## src/rtl/core/mtrr_large_page_memory_type_unit_assert.svh

```systemverilog
// ----------------------------------------------------------------------------
// MTRR large page memory type unit: assertion macros
// Shared concurrent assertion forms, clocked on clk and disabled in reset.
// ----------------------------------------------------------------------------
`ifndef MTRR_LARGE_PAGE_MEMORY_TYPE_UNIT_ASSERT_SVH
`define MTRR_LARGE_PAGE_MEMORY_TYPE_UNIT_ASSERT_SVH

// Same-cycle implication.
`define MLPMT_ASSERT_IMP(label, ante, cons, msg) \
  label: assert property (@(posedge clk) disable iff (!rst_n) (ante) |-> (cons)) \
    else $error(msg);

// Next-cycle implication.
`define MLPMT_ASSERT_NEXT(label, ante, cons, msg) \
  label: assert property (@(posedge clk) disable iff (!rst_n) (ante) |=> (cons)) \
    else $error(msg);

`endif

```

## src/rtl/core/mtrr_lpmt_pkg.sv

```systemverilog
// ----------------------------------------------------------------------------
// MTRR large page memory type package
// Request and result types, codes and the controller/datapath interface.
// ----------------------------------------------------------------------------
`default_nettype none

package mtrr_lpmt_pkg;

  localparam int MAX_RANGES_DEF   = 16;
  localparam int PAGE_NUMBER_BITS = 18;
  localparam int PAGE_W           = 18;
  localparam int ADDR_K_W         = 40;  // address bits 51:12
  localparam int LAST_K_W         = 41;  // last address can carry into bit 52
  localparam int PAGE_K_SHIFT     = 9;   // 2 MB page in 4 KB units

  localparam logic [1:0] KIND_CLEAR = 2'd0;
  localparam logic [1:0] KIND_LOAD  = 2'd1;
  localparam logic [1:0] KIND_QUERY = 2'd2;

  localparam logic [7:0] TYPE_UC = 8'd0;
  localparam logic [7:0] TYPE_WB = 8'd6;
  localparam logic [2:0] MEM_UC  = 3'd0;
  localparam logic [2:0] MEM_WB  = 3'd6;

  localparam logic [2:0] RES_HOLD   = 3'd0;
  localparam logic [2:0] RES_ZERO   = 3'd1;
  localparam logic [2:0] RES_FULL   = 3'd2;
  localparam logic [2:0] RES_STORED = 3'd3;
  localparam logic [2:0] RES_UC     = 3'd4;
  localparam logic [2:0] RES_WB     = 3'd5;

  typedef struct packed {
    logic [1:0]        kind;
    logic [63:0]       base_word;
    logic [63:0]       mask_word;
    logic [PAGE_W-1:0] page_number;
  } in_t;

  typedef struct packed {
    logic [2:0] cache_type;
    logic       range_stored;
    logic       table_full;
  } out_t;

  typedef struct packed {
    logic [LAST_K_W-1:0] last_k;
    logic [ADDR_K_W-1:0] start_k;
    logic [7:0]          kind;
  } entry_t;

  typedef struct packed {
    logic       capture;
    logic       calc_mask;
    logic       wr_en;
    logic       clear_count;
    logic       scan_start;
    logic       rd_en;
    logic       check;
    logic       finish;
    logic [2:0] res_op;
  } cmd_t;

  typedef struct packed {
    logic [1:0] kind;
    logic       storable;
    logic       full;
    logic       empty;
    logic       page_zero;
    logic       uc_hit;
    logic       scan_end;
    logic       out_free;
  } sts_t;

endpackage

`default_nettype wire

```

## src/rtl/core/mtrr_large_page_memory_type_unit.sv

```systemverilog
// ----------------------------------------------------------------------------
// MTRR large page memory type unit
// Variable memory-type range table with a 2 MB page caching-type resolver.
// ----------------------------------------------------------------------------
//
//   Channel   Ports                         Moves
//   --------  ----------------------------  ---------------------------------
//   in        in_valid, in_stall, in_data   one request: clear, load or query
//   out       out_valid, out_stall, out_data one result per request
//
// Steps: a request passes accept, decode and hand-off; a stored load adds a
//   table write, and a query of a non-zero page on a non-empty table adds a
//   read step and a check step per entry scanned. The scan reads the table
//   entries one at a time through the single RAM read port, and ends early at
//   the first uncacheable hit.
// Reset: clears the controller, the entry count and the output valid; table
//   contents are never read before being written, so no clearing pass runs.
// Stalls: a finished result waits in the output register; the next request
//   is accepted meanwhile and holds in its last step until the register frees.
// ----------------------------------------------------------------------------
`default_nettype none

module mtrr_large_page_memory_type_unit
  import mtrr_lpmt_pkg::*;
#(
  parameter int MAX_RANGES = MAX_RANGES_DEF
) (
  input  wire logic clk,
  input  wire logic rst_n,
  input  wire logic in_valid,
  output logic      in_stall,
  input  wire in_t  in_data,
  output logic      out_valid,
  input  wire logic out_stall,
  output out_t      out_data
);

  // controller-to-datapath commands and returning status
  cmd_t cmd;
  sts_t sts;

  // sequence each request: decode, write or scan, then hand off the result
  mtrr_lpmt_ctrl u_ctrl (
    .clk      (clk),
    .rst_n    (rst_n),
    .in_valid (in_valid),
    .in_stall (in_stall),
    .sts_i    (sts),
    .cmd_o    (cmd)
  );

  // hold the range table, compare each entry against the page, drive the output
  mtrr_lpmt_dp #(
    .MAX_RANGES (MAX_RANGES)
  ) u_dp (
    .clk       (clk),
    .rst_n     (rst_n),
    .in_data   (in_data),
    .cmd_i     (cmd),
    .sts_o     (sts),
    .out_valid (out_valid),
    .out_stall (out_stall),
    .out_data  (out_data)
  );

endmodule

`default_nettype wire

```

## src/rtl/core/mtrr_lpmt_ram.sv

```systemverilog
// ----------------------------------------------------------------------------
// MTRR large page memory type: generic RAM
// One write port, one read port, registered read data.
// ----------------------------------------------------------------------------
`default_nettype none

module mtrr_lpmt_ram #(
  parameter int WIDTH = 8,
  parameter int DEPTH = 16,
  localparam int AW = (DEPTH > 1) ? $clog2(DEPTH) : 1
) (
  input  wire logic             clk,
  input  wire logic             wr_en,
  input  wire logic [AW-1:0]    wr_addr,
  input  wire logic [WIDTH-1:0] wr_data,
  input  wire logic             rd_en,
  input  wire logic [AW-1:0]    rd_addr,
  output logic      [WIDTH-1:0] rd_data
);

  logic [WIDTH-1:0] mem [DEPTH];
  logic [WIDTH-1:0] rd_data_r;

  always_ff @(posedge clk) begin
    if (wr_en) begin
      mem[wr_addr] <= wr_data;
    end
    if (rd_en) begin
      rd_data_r <= mem[rd_addr];
    end
  end

  assign rd_data = rd_data_r;

endmodule

`default_nettype wire

```

## src/rtl/core/mtrr_lpmt_ctrl.sv

```systemverilog
// ----------------------------------------------------------------------------
// MTRR large page memory type: controller
// Sequences decode, range write, table scan and result hand-off.
// ----------------------------------------------------------------------------
`default_nettype none
`include "mtrr_large_page_memory_type_unit_assert.svh"

module mtrr_lpmt_ctrl
  import mtrr_lpmt_pkg::*;
(
  input  wire logic clk,
  input  wire logic rst_n,
  input  wire logic in_valid,
  output logic      in_stall,
  input  wire sts_t sts_i,
  output cmd_t      cmd_o
);

  localparam logic [2:0] S_IDLE   = 3'd0;
  localparam logic [2:0] S_DECODE = 3'd1;
  localparam logic [2:0] S_WRITE  = 3'd2;
  localparam logic [2:0] S_READ   = 3'd3;
  localparam logic [2:0] S_CHECK  = 3'd4;
  localparam logic [2:0] S_DONE   = 3'd5;

  logic [2:0] state_r;
  logic [2:0] state_nxt;

  always_comb begin
    state_nxt = state_r;
    cmd_o     = '0;
    case (state_r)
      S_IDLE: begin
        if (in_valid) begin
          cmd_o.capture = 1'b1;
          state_nxt     = S_DECODE;
        end
      end
      S_DECODE: begin
        state_nxt    = S_DONE;
        cmd_o.res_op = RES_ZERO;
        case (sts_i.kind)
          KIND_CLEAR: begin
            cmd_o.clear_count = 1'b1;
          end
          KIND_LOAD: begin
            if (sts_i.storable && sts_i.full) begin
              cmd_o.res_op = RES_FULL;
            end else if (sts_i.storable) begin
              cmd_o.res_op    = RES_STORED;
              cmd_o.calc_mask = 1'b1;
              state_nxt       = S_WRITE;
            end
          end
          KIND_QUERY: begin
            if (sts_i.page_zero) begin
              cmd_o.res_op = RES_UC;
            end else begin
              cmd_o.res_op     = RES_WB;
              cmd_o.scan_start = 1'b1;
              if (!sts_i.empty) begin
                state_nxt = S_READ;
              end
            end
          end
          default: begin
            cmd_o.res_op = RES_ZERO;
          end
        endcase
      end
      S_WRITE: begin
        cmd_o.wr_en = 1'b1;
        state_nxt   = S_DONE;
      end
      S_READ: begin
        cmd_o.rd_en = 1'b1;
        state_nxt   = S_CHECK;
      end
      S_CHECK: begin
        cmd_o.check = 1'b1;
        // stop at the first uncacheable match or after the last entry
        if (sts_i.uc_hit || sts_i.scan_end) begin
          state_nxt = S_DONE;
        end else begin
          state_nxt = S_READ;
        end
      end
      S_DONE: begin
        if (sts_i.out_free) begin
          cmd_o.finish = 1'b1;
          state_nxt    = S_IDLE;
        end
      end
      default: begin
        state_nxt = S_IDLE;
      end
    endcase
  end

  always_ff @(posedge clk) begin
    if (!rst_n) begin
      state_r <= S_IDLE;
    end else begin
      state_r <= state_nxt;
    end
  end

  assign in_stall = (state_r != S_IDLE);

  `MLPMT_ASSERT_IMP(a_write_not_full, cmd_o.wr_en, !sts_i.full, "range write into a full table")
  `MLPMT_ASSERT_IMP(a_finish_out_free, cmd_o.finish, sts_i.out_free, "result overwrites output")
  `MLPMT_ASSERT_NEXT(a_accept_decode, (state_r == S_IDLE) && in_valid, state_r == S_DECODE, "accepted request not decoded")

endmodule

`default_nettype wire

```

## src/rtl/core/mtrr_lpmt_dp.sv

```systemverilog
// ----------------------------------------------------------------------------
// MTRR large page memory type: datapath
// Request capture, range table, overlap compare, result and output stage.
// ----------------------------------------------------------------------------
`default_nettype none

module mtrr_lpmt_dp
  import mtrr_lpmt_pkg::*;
#(
  parameter int MAX_RANGES = MAX_RANGES_DEF
) (
  input  wire logic clk,
  input  wire logic rst_n,
  input  wire in_t  in_data,
  input  wire cmd_t cmd_i,
  output sts_t      sts_o,
  output logic      out_valid,
  input  wire logic out_stall,
  output out_t      out_data
);

  localparam int CNT_W  = $clog2(MAX_RANGES + 1);
  localparam int ADDR_W = (MAX_RANGES > 1) ? $clog2(MAX_RANGES) : 1;
  localparam int KEEP   = (PAGE_NUMBER_BITS < PAGE_W) ? PAGE_NUMBER_BITS : PAGE_W;
  localparam logic [PAGE_W-1:0] PAGE_MASK = PAGE_W'((64'd1 << KEEP) - 64'd1);

  // captured request
  logic [1:0]          kind_r;
  logic [ADDR_K_W-1:0] start_k_r;
  logic [7:0]          type_r;
  logic [ADDR_K_W-1:0] mask_k_r;
  logic                mask_valid_r;
  logic [PAGE_W-1:0]   page_r;

  logic [ADDR_K_W-1:0] low_mask_r;
  logic [ADDR_K_W-1:0] low_mask_nxt;
  logic [CNT_W-1:0]    count_r;
  logic [ADDR_W-1:0]   idx_r;
  out_t                res_r;
  out_t                res_nxt;
  out_t                out_r;
  logic                out_valid_r;

  entry_t              wr_entry;
  entry_t              rd_entry;
  logic [LAST_K_W-1:0] first_k;
  logic [ADDR_K_W-1:0] last_k;
  logic                overlap;

  always_ff @(posedge clk) begin
    if (cmd_i.capture) begin
      kind_r       <= in_data.kind;
      start_k_r    <= in_data.base_word[51:12];
      type_r       <= in_data.base_word[7:0];
      mask_k_r     <= in_data.mask_word[51:12];
      mask_valid_r <= in_data.mask_word[11];
      page_r       <= in_data.page_number & PAGE_MASK;
    end
    if (cmd_i.calc_mask) begin
      low_mask_r <= low_mask_nxt;
    end
  end

  // ones below the lowest set bit of the mask field
  assign low_mask_nxt = (mask_k_r ^ (mask_k_r - ADDR_K_W'(1))) >> 1;

  always_ff @(posedge clk) begin
    if (!rst_n) begin
      count_r <= '0;
    end else if (cmd_i.clear_count) begin
      count_r <= '0;
    end else if (cmd_i.wr_en) begin
      count_r <= count_r + CNT_W'(1);
    end
  end

  always_ff @(posedge clk) begin
    if (!rst_n) begin
      idx_r <= '0;
    end else if (cmd_i.scan_start) begin
      idx_r <= '0;
    end else if (cmd_i.check) begin
      idx_r <= idx_r + ADDR_W'(1);
    end
  end

  assign wr_entry.start_k = start_k_r;
  assign wr_entry.last_k  = {1'b0, start_k_r} + {1'b0, low_mask_r};
  assign wr_entry.kind    = type_r;

  mtrr_lpmt_ram #(
    .WIDTH ($bits(entry_t)),
    .DEPTH (MAX_RANGES)
  ) u_table (
    .clk     (clk),
    .wr_en   (cmd_i.wr_en),
    .wr_addr (count_r[ADDR_W-1:0]),
    .wr_data (wr_entry),
    .rd_en   (cmd_i.rd_en),
    .rd_addr (idx_r),
    .rd_data (rd_entry)
  );

  // page bounds in 4 KB units; the entry's low 12 address bits are implied
  assign first_k = LAST_K_W'({page_r, {PAGE_K_SHIFT{1'b0}}});
  assign last_k  = ADDR_K_W'({page_r, {PAGE_K_SHIFT{1'b1}}});
  assign overlap = (first_k <= rd_entry.last_k) && (last_k >= rd_entry.start_k);

  always_comb begin
    res_nxt = res_r;
    case (cmd_i.res_op)
      RES_HOLD: begin
        res_nxt = res_r;
      end
      RES_ZERO: begin
        res_nxt = '0;
      end
      RES_FULL: begin
        res_nxt            = '0;
        res_nxt.table_full = 1'b1;
      end
      RES_STORED: begin
        res_nxt              = '0;
        res_nxt.range_stored = 1'b1;
      end
      RES_UC: begin
        res_nxt            = '0;
        res_nxt.cache_type = MEM_UC;
      end
      RES_WB: begin
        res_nxt            = '0;
        res_nxt.cache_type = MEM_WB;
      end
      default: begin
        res_nxt = res_r;
      end
    endcase
    if (cmd_i.check && overlap) begin
      res_nxt.cache_type = rd_entry.kind[2:0];
    end
  end

  always_ff @(posedge clk) begin
    res_r <= res_nxt;
    if (cmd_i.finish) begin
      out_r <= res_r;
    end
  end

  always_ff @(posedge clk) begin
    if (!rst_n) begin
      out_valid_r <= 1'b0;
    end else if (cmd_i.finish) begin
      out_valid_r <= 1'b1;
    end else if (!out_stall) begin
      out_valid_r <= 1'b0;
    end
  end

  assign sts_o.kind      = kind_r;
  assign sts_o.storable  = mask_valid_r && (type_r != TYPE_WB) && (mask_k_r != '0);
  assign sts_o.full      = (count_r == CNT_W'(MAX_RANGES));
  assign sts_o.empty     = (count_r == '0);
  assign sts_o.page_zero = (page_r == '0);
  assign sts_o.uc_hit    = overlap && (rd_entry.kind == TYPE_UC);
  assign sts_o.scan_end  = ((CNT_W'(idx_r) + CNT_W'(1)) == count_r);
  assign sts_o.out_free  = !out_valid_r || !out_stall;

  assign out_valid = out_valid_r;
  assign out_data  = out_r;

endmodule

`default_nettype wire
```

## config.mk

```make
export PLATFORM = sky130hd
export DESIGN_NAME = mtrr_large_page_memory_type_unit
export DESIGN_NICKNAME = d
export VERILOG_FILES = /design/src/rtl/core/mtrr_lpmt_pkg.sv /design/src/rtl/core/mtrr_large_page_memory_type_unit.sv /design/src/rtl/core/mtrr_lpmt_ram.sv /design/src/rtl/core/mtrr_lpmt_ctrl.sv /design/src/rtl/core/mtrr_lpmt_dp.sv
export VERILOG_INCLUDE_DIRS = /design/src /design/src/rtl/core
export SDC_FILE = /design/constraint.sdc
export NUM_CORES = 2
export LEC_CHECK = 0
export ABC_AREA = 1
export BUFFER_PORTS_ARGS = -buffer_cell sky130_fd_sc_hd__buf_2
export CELL_PAD_IN_SITES_DETAIL_PLACEMENT = 1
export CELL_PAD_IN_SITES_GLOBAL_PLACEMENT = 2
export CORE_UTILIZATION = 30
export DETAILED_ROUTE_END_ITERATION = 12
export PLACE_DENSITY_LB_ADDON = 0.1
export SKIP_CTS_REPAIR_TIMING = 1
export SYNTH_ARGS = -nofsm -noshare
export SYNTH_HDL_FRONTEND = slang
export SYNTH_SLANG_ARGS = --single-unit
```

## constraint.sdc

```tcl
create_clock -name clk -period 9.2 [get_ports clk]
set_clock_uncertainty 0.1 [all_clocks]
set_input_delay 1.84 -clock clk [delete_from_list [all_inputs] [get_ports clk]]
set_output_delay 1.84 -clock clk [all_outputs]
set_load 0.1 [all_outputs]
```

# Word-level counts from Yosys, hierarchy flattened
# Memories as Yosys holds them, arrays and structs flattened. A register that Yosys moved wholly into a read port is not among the register bits.
# Cells that the tools add are included.
[word_totals]
out_inout_bits = 7
ram_bits = 1424
inputBits = 152
reg_bits = 171
wordCells = 103
memories = 1
[classes]
n_eq_ne = 18
bitwise = 2
muxes = 35
reduce_logical = 23
n_addsub = 5
magnitude_cmp = 2
[memory_table]
columns = ["memory", "words", "word_bits", "rd", "rd_clocked_by_memory_dff", "write_ports", "line_no", "text"]
rows = [
  ["u_dp.u_table.mem", 16, 89, 1, 1, 1, "mtrr_lpmt_ram.sv:21", "logic [WIDTH-1:0] mem [DEPTH];"],
]
[ops]
columns = ["operator", "count"]
rows = [
  ["$add 40x39->41", 1],
  ["$le 27x41->1", 1],
  ["$ge 27x40->1", 1],
  ["$reduce_bool 40->1", 1],
  ["$sub 40x1->40 const B", 1],
  ["$xor 40x40->40", 1],
  ["$mux 3", 10],
  ["$pmux 5 s4", 1],
  ["$mux 1", 19],
  ["$logic_not 18->1", 1],
  ["$pmux 3 s6", 1],
  ["$eq 3x2->1 const B", 4],
  ["$eq 3x3->1 const B", 4],
  ["$pmux 3 s2", 2],
  ["$logic_not 8->1", 1],
  ["$ne 8x3->1 const B", 1],
  ["$eq 3x1->1 const B", 2],
  ["$logic_and 1x1->1", 6],
  ["$reduce_or 2->1", 3],
  ["$add 4x1->5 const B", 1],
  ["$add 5x1->5 const B", 1],
  ["$eq 5x5->1", 1],
  ["$eq 5x5->1 const B", 1],
  ["$logic_not 5->1", 1],
  ["other kinds (15)", 19],
]

# Longest topological paths before layout
[logic_depth]
depth_word = 11
depth_mapped = 19
depth_no_buf = 19

# Modules after synthesis
# From an unflattened synthesis, not the netlist that was laid out.
[unflattened]
hier_cells = 7027
area_unflattened_um2 = 73661.9
[modules_own_cells]
columns = ["module", "instances", "area_each_um2", "cells_each", "seq_area_each_um2"]
rows = [
  ["mtrr_lpmt_ram", 1, 63400.8, 5844, 45433.6],
  ["mtrr_lpmt_dp", 1, 9865.7, 1112, 4944.7],
  ["mtrr_lpmt_ctrl", 1, 395.4, 71, 60.1],
]

# Least setup slack after synthesis
# Ideal clock, no wire load.
[synth_timing]
path_kind = "flip-flop to flip-flop"
start = "register u_ctrl.state_r[1]"
end = "register u_dp.u_table.rd_data_r[0], in the netlist u_dp.u_table.rd_data[0] (read register of u_dp.u_table.mem), enable pin"
n_path_buf = 0
setup_ns = 0.646
path_stages_with_launch = 3
arrival_time_ns = 6.471
synth_period_minus_slack_ns = 7.217
t_required_ns = 8.454
slack_ns = 1.983
cell_sequence = "dfxtp_1 inv_1 nor3_1"
[synth_via]
elab_chain_len = 2
[synth_lines]
columns = ["element", "line_no", "text"]
rows = [
  ["from (decl)", "mtrr_lpmt_ctrl.sv:26", "logic [2:0] state_r;"],
  ["from (signal assigned)", "mtrr_lpmt_ctrl.sv:104", "state_r <= state_nxt;"],
  ["$eq 3x2->1", "mtrr_lpmt_ctrl.sv:32", "case (state_r)"],
  ["$mux 1", "mtrr_lpmt_ctrl.sv:32", ""],
  ["to (decl)", "mtrr_lpmt_ram.sv:22", "logic [WIDTH-1:0] rd_data_r;"],
]
# Every way passes these cells.
# A chain may end at the register's enable or synchronous reset.

# Worst setup path after layout
[layout_timing]
start = "register u_dp.start_k_r[23]"
end = "memory u_dp.u_table.mem[5][78] in the netlist's numbering, data pin"
[layout_via]
elab_chain_len = 1
[layout_lines]
columns = ["element", "line_no", "text"]
rows = [
  ["from (decl)", "mtrr_lpmt_dp.sv:29", "logic [ADDR_K_W-1:0] start_k_r;"],
  ["from (signal assigned)", "mtrr_lpmt_dp.sv:53", "start_k_r <= in_data.base_word[51:12];"],
  ["$add 40x39->41", "mtrr_lpmt_dp.sv:88", "assign wr_entry.last_k = {1'b0, start_k_r} + {1'b0, low_mask_r};"],
  ["named net u_dp.u_table.wr_data[78]", "mtrr_lpmt_ram.sv:15", "input wire logic [WIDTH-1:0] wr_data,"],
  ["to (decl)", "mtrr_lpmt_ram.sv:21", ""],
]
# The timed path passes the listed nets, and every way through them passes these cells.

==> summary.md <==
| Metric | Value |
|---|---|
| Routed via count divided by cell count | 4.88 |
| Critical path type | reg -> reg |
| Initial core utilization | ~30% |
| Synthesis Warnings | 0 |
| Slew headroom | between 10% and 20% |
| Vias in the first global route | about 42,000 |
| Crit path time final | a little over 4 ns |
| Switching share of total power | about a quarter |
| Full die area | 0.232 mm2 |
| Endpoint of the worst setup timing path | u_dp.u_table.mem[5][78]$_DFFE_PP_ |
| Unrepaired setup endpoints after global routing | no |
| P per Cell Area | around 220 mW/mm2 |
| Synth Net Count | around 5,200 |
| Initial drt markers | approximately 2,600 |
| Maximum Capacitance Violations | 0 |
| Number of pins exceeding their max-slew limit in the final report | 0 |
| Proportion of register bits with asynchronous set or reset after synthesis | 0% |
| Total routing resource utilization after global routing | a little under a fifth |
| Finished Cell Area | just under 0.08 mm2 |
| Critical path endpoint category | register |
| Data arrival, critical path | around 4.4 ns |
| Final worst slack | 5.14 ns |
| Worst setup SP type | register |
| Number of standard-cell rows in the floorplan | ~180 |
| Leakage power total | 26.2 nW |
| Largest net degree at the start of global routing | 160 |
| Proportion of layout cells with a drive suffix above 1 | 9.91% |
| Maximum count of clock buffers along a single path | 3 |
| Register area share after synthesis | between 70% and 80% |
| Status | finished clean |
| Clk Latency, worst-skew pair | between 0.8 and 0.9 ns |
| H-tree levels | 4 |
| Final cycle utilization of the critical path | between 40% and 50% |
| Worst-path clk slew | roughly 0.060 ns |
| Post-placement cell count | just under 8,000 |
| Ports placed on the boundary | roughly 160 |
| Stage delay of the slowest cell on the critical path | roughly 0.95 ns |
| Weighted congestion at the end of routability-driven global placement | ~0.81 |
| Die Width | roughly 480 um |
| Slew at the pin closest to its max-slew limit | between 1 and 1.5 ns |
| Global routing usage on met1 | around a quarter |
| Largest voltage drop on the vdd net | between 200 and 250 uV |
| Residual overflow from global routing | 0 |
| Cts bufs inserted | between 150 and 200 |
| DP Worst Slack | slightly below 5 ns |
| Data required, critical path | 9.57 ns |
| Design internal power | 0.0131 W |
| Worst-path maximum fanout | 17 |
| Placed instance area | ~0.073 mm2 |
| Critical Path Slowest Stage Cell | sky130_fd_sc_hd__edfxtp_1 |
| Remaining number of nets flagged by the antenna check after routing | 0 |
| Worst path depth | 8 |
| Number of detailed-routing iterations run before antenna repair | 5 |
| Clock tree root driver cell | sky130_fd_sc_hd__clkbuf_16 |
| #FFs+latches synth | roughly 1,700 |
| Clock share of power | 40.8% |
| Net load switching power | between 0.004 and 0.005 W |
| Mapped Cells | roughly 5,000 |
| Setup Viol. Count Final | 0 |
| Met2 track demand over resource in global routing | around 30% |
| Area of the mapped netlist | 0.0691 mm2 |
| Avg Synthesized Cell Area | roughly 14 um2 |
| Number of cells on the worst hold path | 0 |
| R2r setup slk | approximately 5.1 ns |
| First-pass GRT wire length | 303,000 um |
| Combinational share of power | under 10% |
| Type of the most critical hold path | reg -> reg |
| FF-to-FF Start | u_dp.start_k_r[23]$_DFFE_PP_ |
| Number of enable flip-flop cells after synthesis | about 1,700 |
| Most used flip-flop cell after synthesis | sky130_fd_sc_hd__edfxtp_1 |
| Area added between synthesis and finish | 14.6% |
| Setup tns final | 0 ns |
| Number of clock sinks | about 1,700 |
| R2R Path End | u_dp.u_table.mem[5][78]$_DFFE_PP_ |
| Placeable core region | 0.228 mm2 |
| TritonCTS clock tree | done |
| R2R cell count | 8 |
| Initial antenna violation count | 10 |
| Cell-by-cell listing of the critical path | ha_1, a21o_1, a31oi_1, o21ai_0, a21o_1, nand2_1, nand2_1, xor2_1 |
| Total via count after detailed routing | 40,400 |
| Global routing's busiest layer | met2 |
| Die Y-Extent | roughly 480 um |
| Final Hold Fails | 0 |
| Power share of the sequential group | roughly half |
| Detailed Place HPWL | 118,000 um |
| Count of unique library cells instantiated by Yosys | 47 |
| Crit path from | u_dp.start_k_r[23]$_DFFE_PP_ |
| DRC errors left | 0 |
| Number of I/O port buffers | roughly 120 |
| Total wirelength of the detailed-routed design | 213,000 um |
| Max Clock Freq | 246 MHz |
| Wire length per cell | around 26 um |
| Number of non-filler instances in the completed layout | 8,281 |
| Net count of the finished layout | approximately 5,400 |
| Top delay family on crit path | compound AO/OA/AOI/OAI gates |
| GR Util met3 | approximately 2.6% |
| Count of buffer and inverter cells on the critical path | 0 |
## cells in the mapped netlist (2+ instances only)
cell / count / area (um2)
sky130_fd_sc_hd__mux2i_1: 356 / 3560
sky130_fd_sc_hd__nor3_2: 2 / 20.0
sky130_fd_sc_hd__nand4_1: 16 / 100
sky130_fd_sc_hd__a31oi_1: 8 / 50.1
sky130_fd_sc_hd__nor3b_1: 2 / 15.0
sky130_fd_sc_hd__nor3_4: 2 / 32.5
sky130_fd_sc_hd__nand2_1: 318 / 1190
sky130_fd_sc_hd__and3_2: 2 / 15.0
sky130_fd_sc_hd__a221oi_1: 3 / 26.3
sky130_fd_sc_hd__inv_2: 4 / 15.0
sky130_fd_sc_hd__a21oi_1: 430 / 2150
sky130_fd_sc_hd__a21boi_0: 2 / 15.0
sky130_fd_sc_hd__o211ai_1: 357 / 2680
sky130_fd_sc_hd__and2_0: 2 / 12.5
sky130_fd_sc_hd__nand2_2: 2 / 12.5
sky130_fd_sc_hd__inv_1: 530 / 1990
sky130_fd_sc_hd__o21ai_0: 480 / 2400
sky130_fd_sc_hd__xnor2_1: 16 / 140
sky130_fd_sc_hd__buf_1: 16 / 60.1
sky130_fd_sc_hd__dfxtp_1: 13 / 260
sky130_fd_sc_hd__a21o_1: 8 / 60.1
sky130_fd_sc_hd__or2_2: 9 / 56.3
sky130_fd_sc_hd__nor4_2: 2 / 25.0
sky130_fd_sc_hd__nor3_1: 34 / 170
sky130_fd_sc_hd__and3_1: 2 / 12.5
sky130_fd_sc_hd__xor2_1: 24 / 210
sky130_fd_sc_hd__nand3_1: 143 / 716
sky130_fd_sc_hd__o21a_1: 3 / 22.5
sky130_fd_sc_hd__ha_1: 84 / 1050
sky130_fd_sc_hd__nor2_1: 148 / 556
sky130_fd_sc_hd__clkbuf_1: 155 / 582
sky130_fd_sc_hd__o21bai_1: 4 / 30.0
sky130_fd_sc_hd__edfxtp_1: 1671 / 50200
sky130_fd_sc_hd__buf_2: 46 / 230
sky130_fd_sc_hd__buf_4: 40 / 300
sky130_fd_sc_hd__a21boi_2: 2 / 22.5
sky130_fd_sc_hd__nor4_1: 13 / 81.3
## layout by cell type (no fill, tap or decap), types with 8 or more instances in the layout
cell type                   instances
sky130_fd_sc_hd__nand2_1          318
sky130_fd_sc_hd__nor4_1            13
sky130_fd_sc_hd__inv_1            529
sky130_fd_sc_hd__buf_2            119
sky130_fd_sc_hd__xnor2_1           14
sky130_fd_sc_hd__buf_4             86
sky130_fd_sc_hd__dfxtp_1            9
sky130_fd_sc_hd__nor2_4            19
sky130_fd_sc_hd__buf_12            14
sky130_fd_sc_hd__xor2_1            18
sky130_fd_sc_hd__nand4_1           16
sky130_fd_sc_hd__edfxtp_1        1671
sky130_fd_sc_hd__nand3_1          143
sky130_fd_sc_hd__or2_2              9
sky130_fd_sc_hd__ha_1              84
sky130_fd_sc_hd__a31oi_1            8
sky130_fd_sc_hd__nor2_1           130
sky130_fd_sc_hd__clkinv_1          47
sky130_fd_sc_hd__clkbuf_16        193
sky130_fd_sc_hd__a21oi_1          430
sky130_fd_sc_hd__nor3_1            33
sky130_fd_sc_hd__clkinv_2          29
sky130_fd_sc_hd__o211ai_1         357
sky130_fd_sc_hd__a21o_1             8
sky130_fd_sc_hd__mux2i_1          356
sky130_fd_sc_hd__o21ai_0          480
sky130_fd_sc_hd__clkbuf_1          55
## sequential cells by signal, indices dropped and copies added, names as in the netlist
signal,count
u_dp.start_k_r,40
u_dp.u_table.mem,1424
u_dp.kind_r,2
u_dp.res_r,5
u_dp.out_data,5
u_dp.count_r,5
u_dp.u_table.rd_data,89
u_ctrl.state_r,3
u_dp.mask_k_r,40
u_dp.mask_valid_r,1
u_dp.type_r,8
u_dp.out_valid,1
u_dp.page_r,18
u_dp.low_mask_r,39
u_dp.idx_r,4
## stage by stage
step,power [W],utilization (%),hold WS [ns]
after CTS,0.0177,34.7,0.323
after floorplan,0.00991,-,0.300
final,0.0174,34.7,0.319
after global routing,0.0181,34.7,0.327
after global placement,0.0105,32.2,0.309
after detailed placement,0.0105,32.2,0.309
## worst min path at each step
| stage | start | endpoint |
|---|---|---|
| 3_5_place_dp | u_dp.res_r[4]$_DFFE_PP_ | u_dp.out_data[4]$_DFFE_PP_ |
| 4_1_cts | u_dp.res_r[4]$_DFFE_PP_ | u_dp.out_data[4]$_DFFE_PP_ |
| 3_3_place_gp | u_dp.res_r[1]$_DFFE_PP_ | u_dp.out_data[1]$_DFFE_PP_ |
| 5_1_grt | u_dp.res_r[2]$_SDFFCE_PN0P_ | u_dp.out_data[2]$_DFFE_PP_ |
| 6_report | u_dp.res_r[4]$_DFFE_PP_ | u_dp.out_data[4]$_DFFE_PP_ |
| 2_1_floorplan | u_dp.res_r[0]$_DFFE_PP_ | u_dp.out_data[0]$_DFFE_PP_ |
## worst reg2reg max path, stage by stage (launching register included)
cell and delay, ns:
sky130_fd_sc_hd__edfxtp_1 0.95, sky130_fd_sc_hd__ha_1 0.49, sky130_fd_sc_hd__a21o_1 0.23, sky130_fd_sc_hd__a31oi_1 0.39, sky130_fd_sc_hd__o21ai_0 0.24, sky130_fd_sc_hd__a21o_1 0.24, sky130_fd_sc_hd__nand2_1 0.07, sky130_fd_sc_hd__nand2_1 0.06
sky130_fd_sc_hd__xor2_1 0.91
## layer usage
| layer | wire [um] | vias up |
|---|---|---|
| met2 | 99800 | 599 |
| met5 | 0 | - |
| met1 | 100000 | 20900 |
| li1 | - | 18700 |
| met3 | 8070 | 241 |
| met4 | 4540 | 0 |
## kinds of logic (layout without fill, tap and decap cells)
family | after synthesis | after routing | share of synthesized area [%]
flip-flops | 1684 | 1684 | 72.9
buffers and inverters | 791 | 1099 | 4.59
AND/OR/NAND/NOR | 701 | 701 | 4.41
AO/OA/AOI/OAI | 1302 | 1302 | 10.8
other | 0 | 5 | 0
XOR/XNOR | 40 | 40 | 0.507
multiplexers | 356 | 356 | 5.15
adder cells (fa/ha/maj) | 85 | 85 | 1.55
## power by group through the flow
| stage | Clock, W | Combinational (W) | Sequential [W] |
|---|---|---|---|
| global placement | 0 | 0.00138 | 0.00912 |
| detailed placement | 0 | 0.00140 | 0.00912 |
| finish | 0.00710 | 0.00137 | 0.00895 |
| global route | 0.00760 | 0.00152 | 0.00897 |
| CTS | 0.00733 | 0.00140 | 0.00896 |
| floorplan | 0 | 0.000882 | 0.00903 |
## layout make-up
type / count / area, um2
Tap cell: 3009 / 3760
Antenna cell: 5 / 12.5
Clock inverter: 98 / 711
Inverter: 534 / 2020
Clock buffer: 248 / 5040
Fill cell: 23700 / 149000
Sequential cell: 1684 / 50500
Timing Repair Buffer: 219 / 1520
Multi-Input combinational cell: 2484 / 15700
Power figures use the tool's default switching activity.
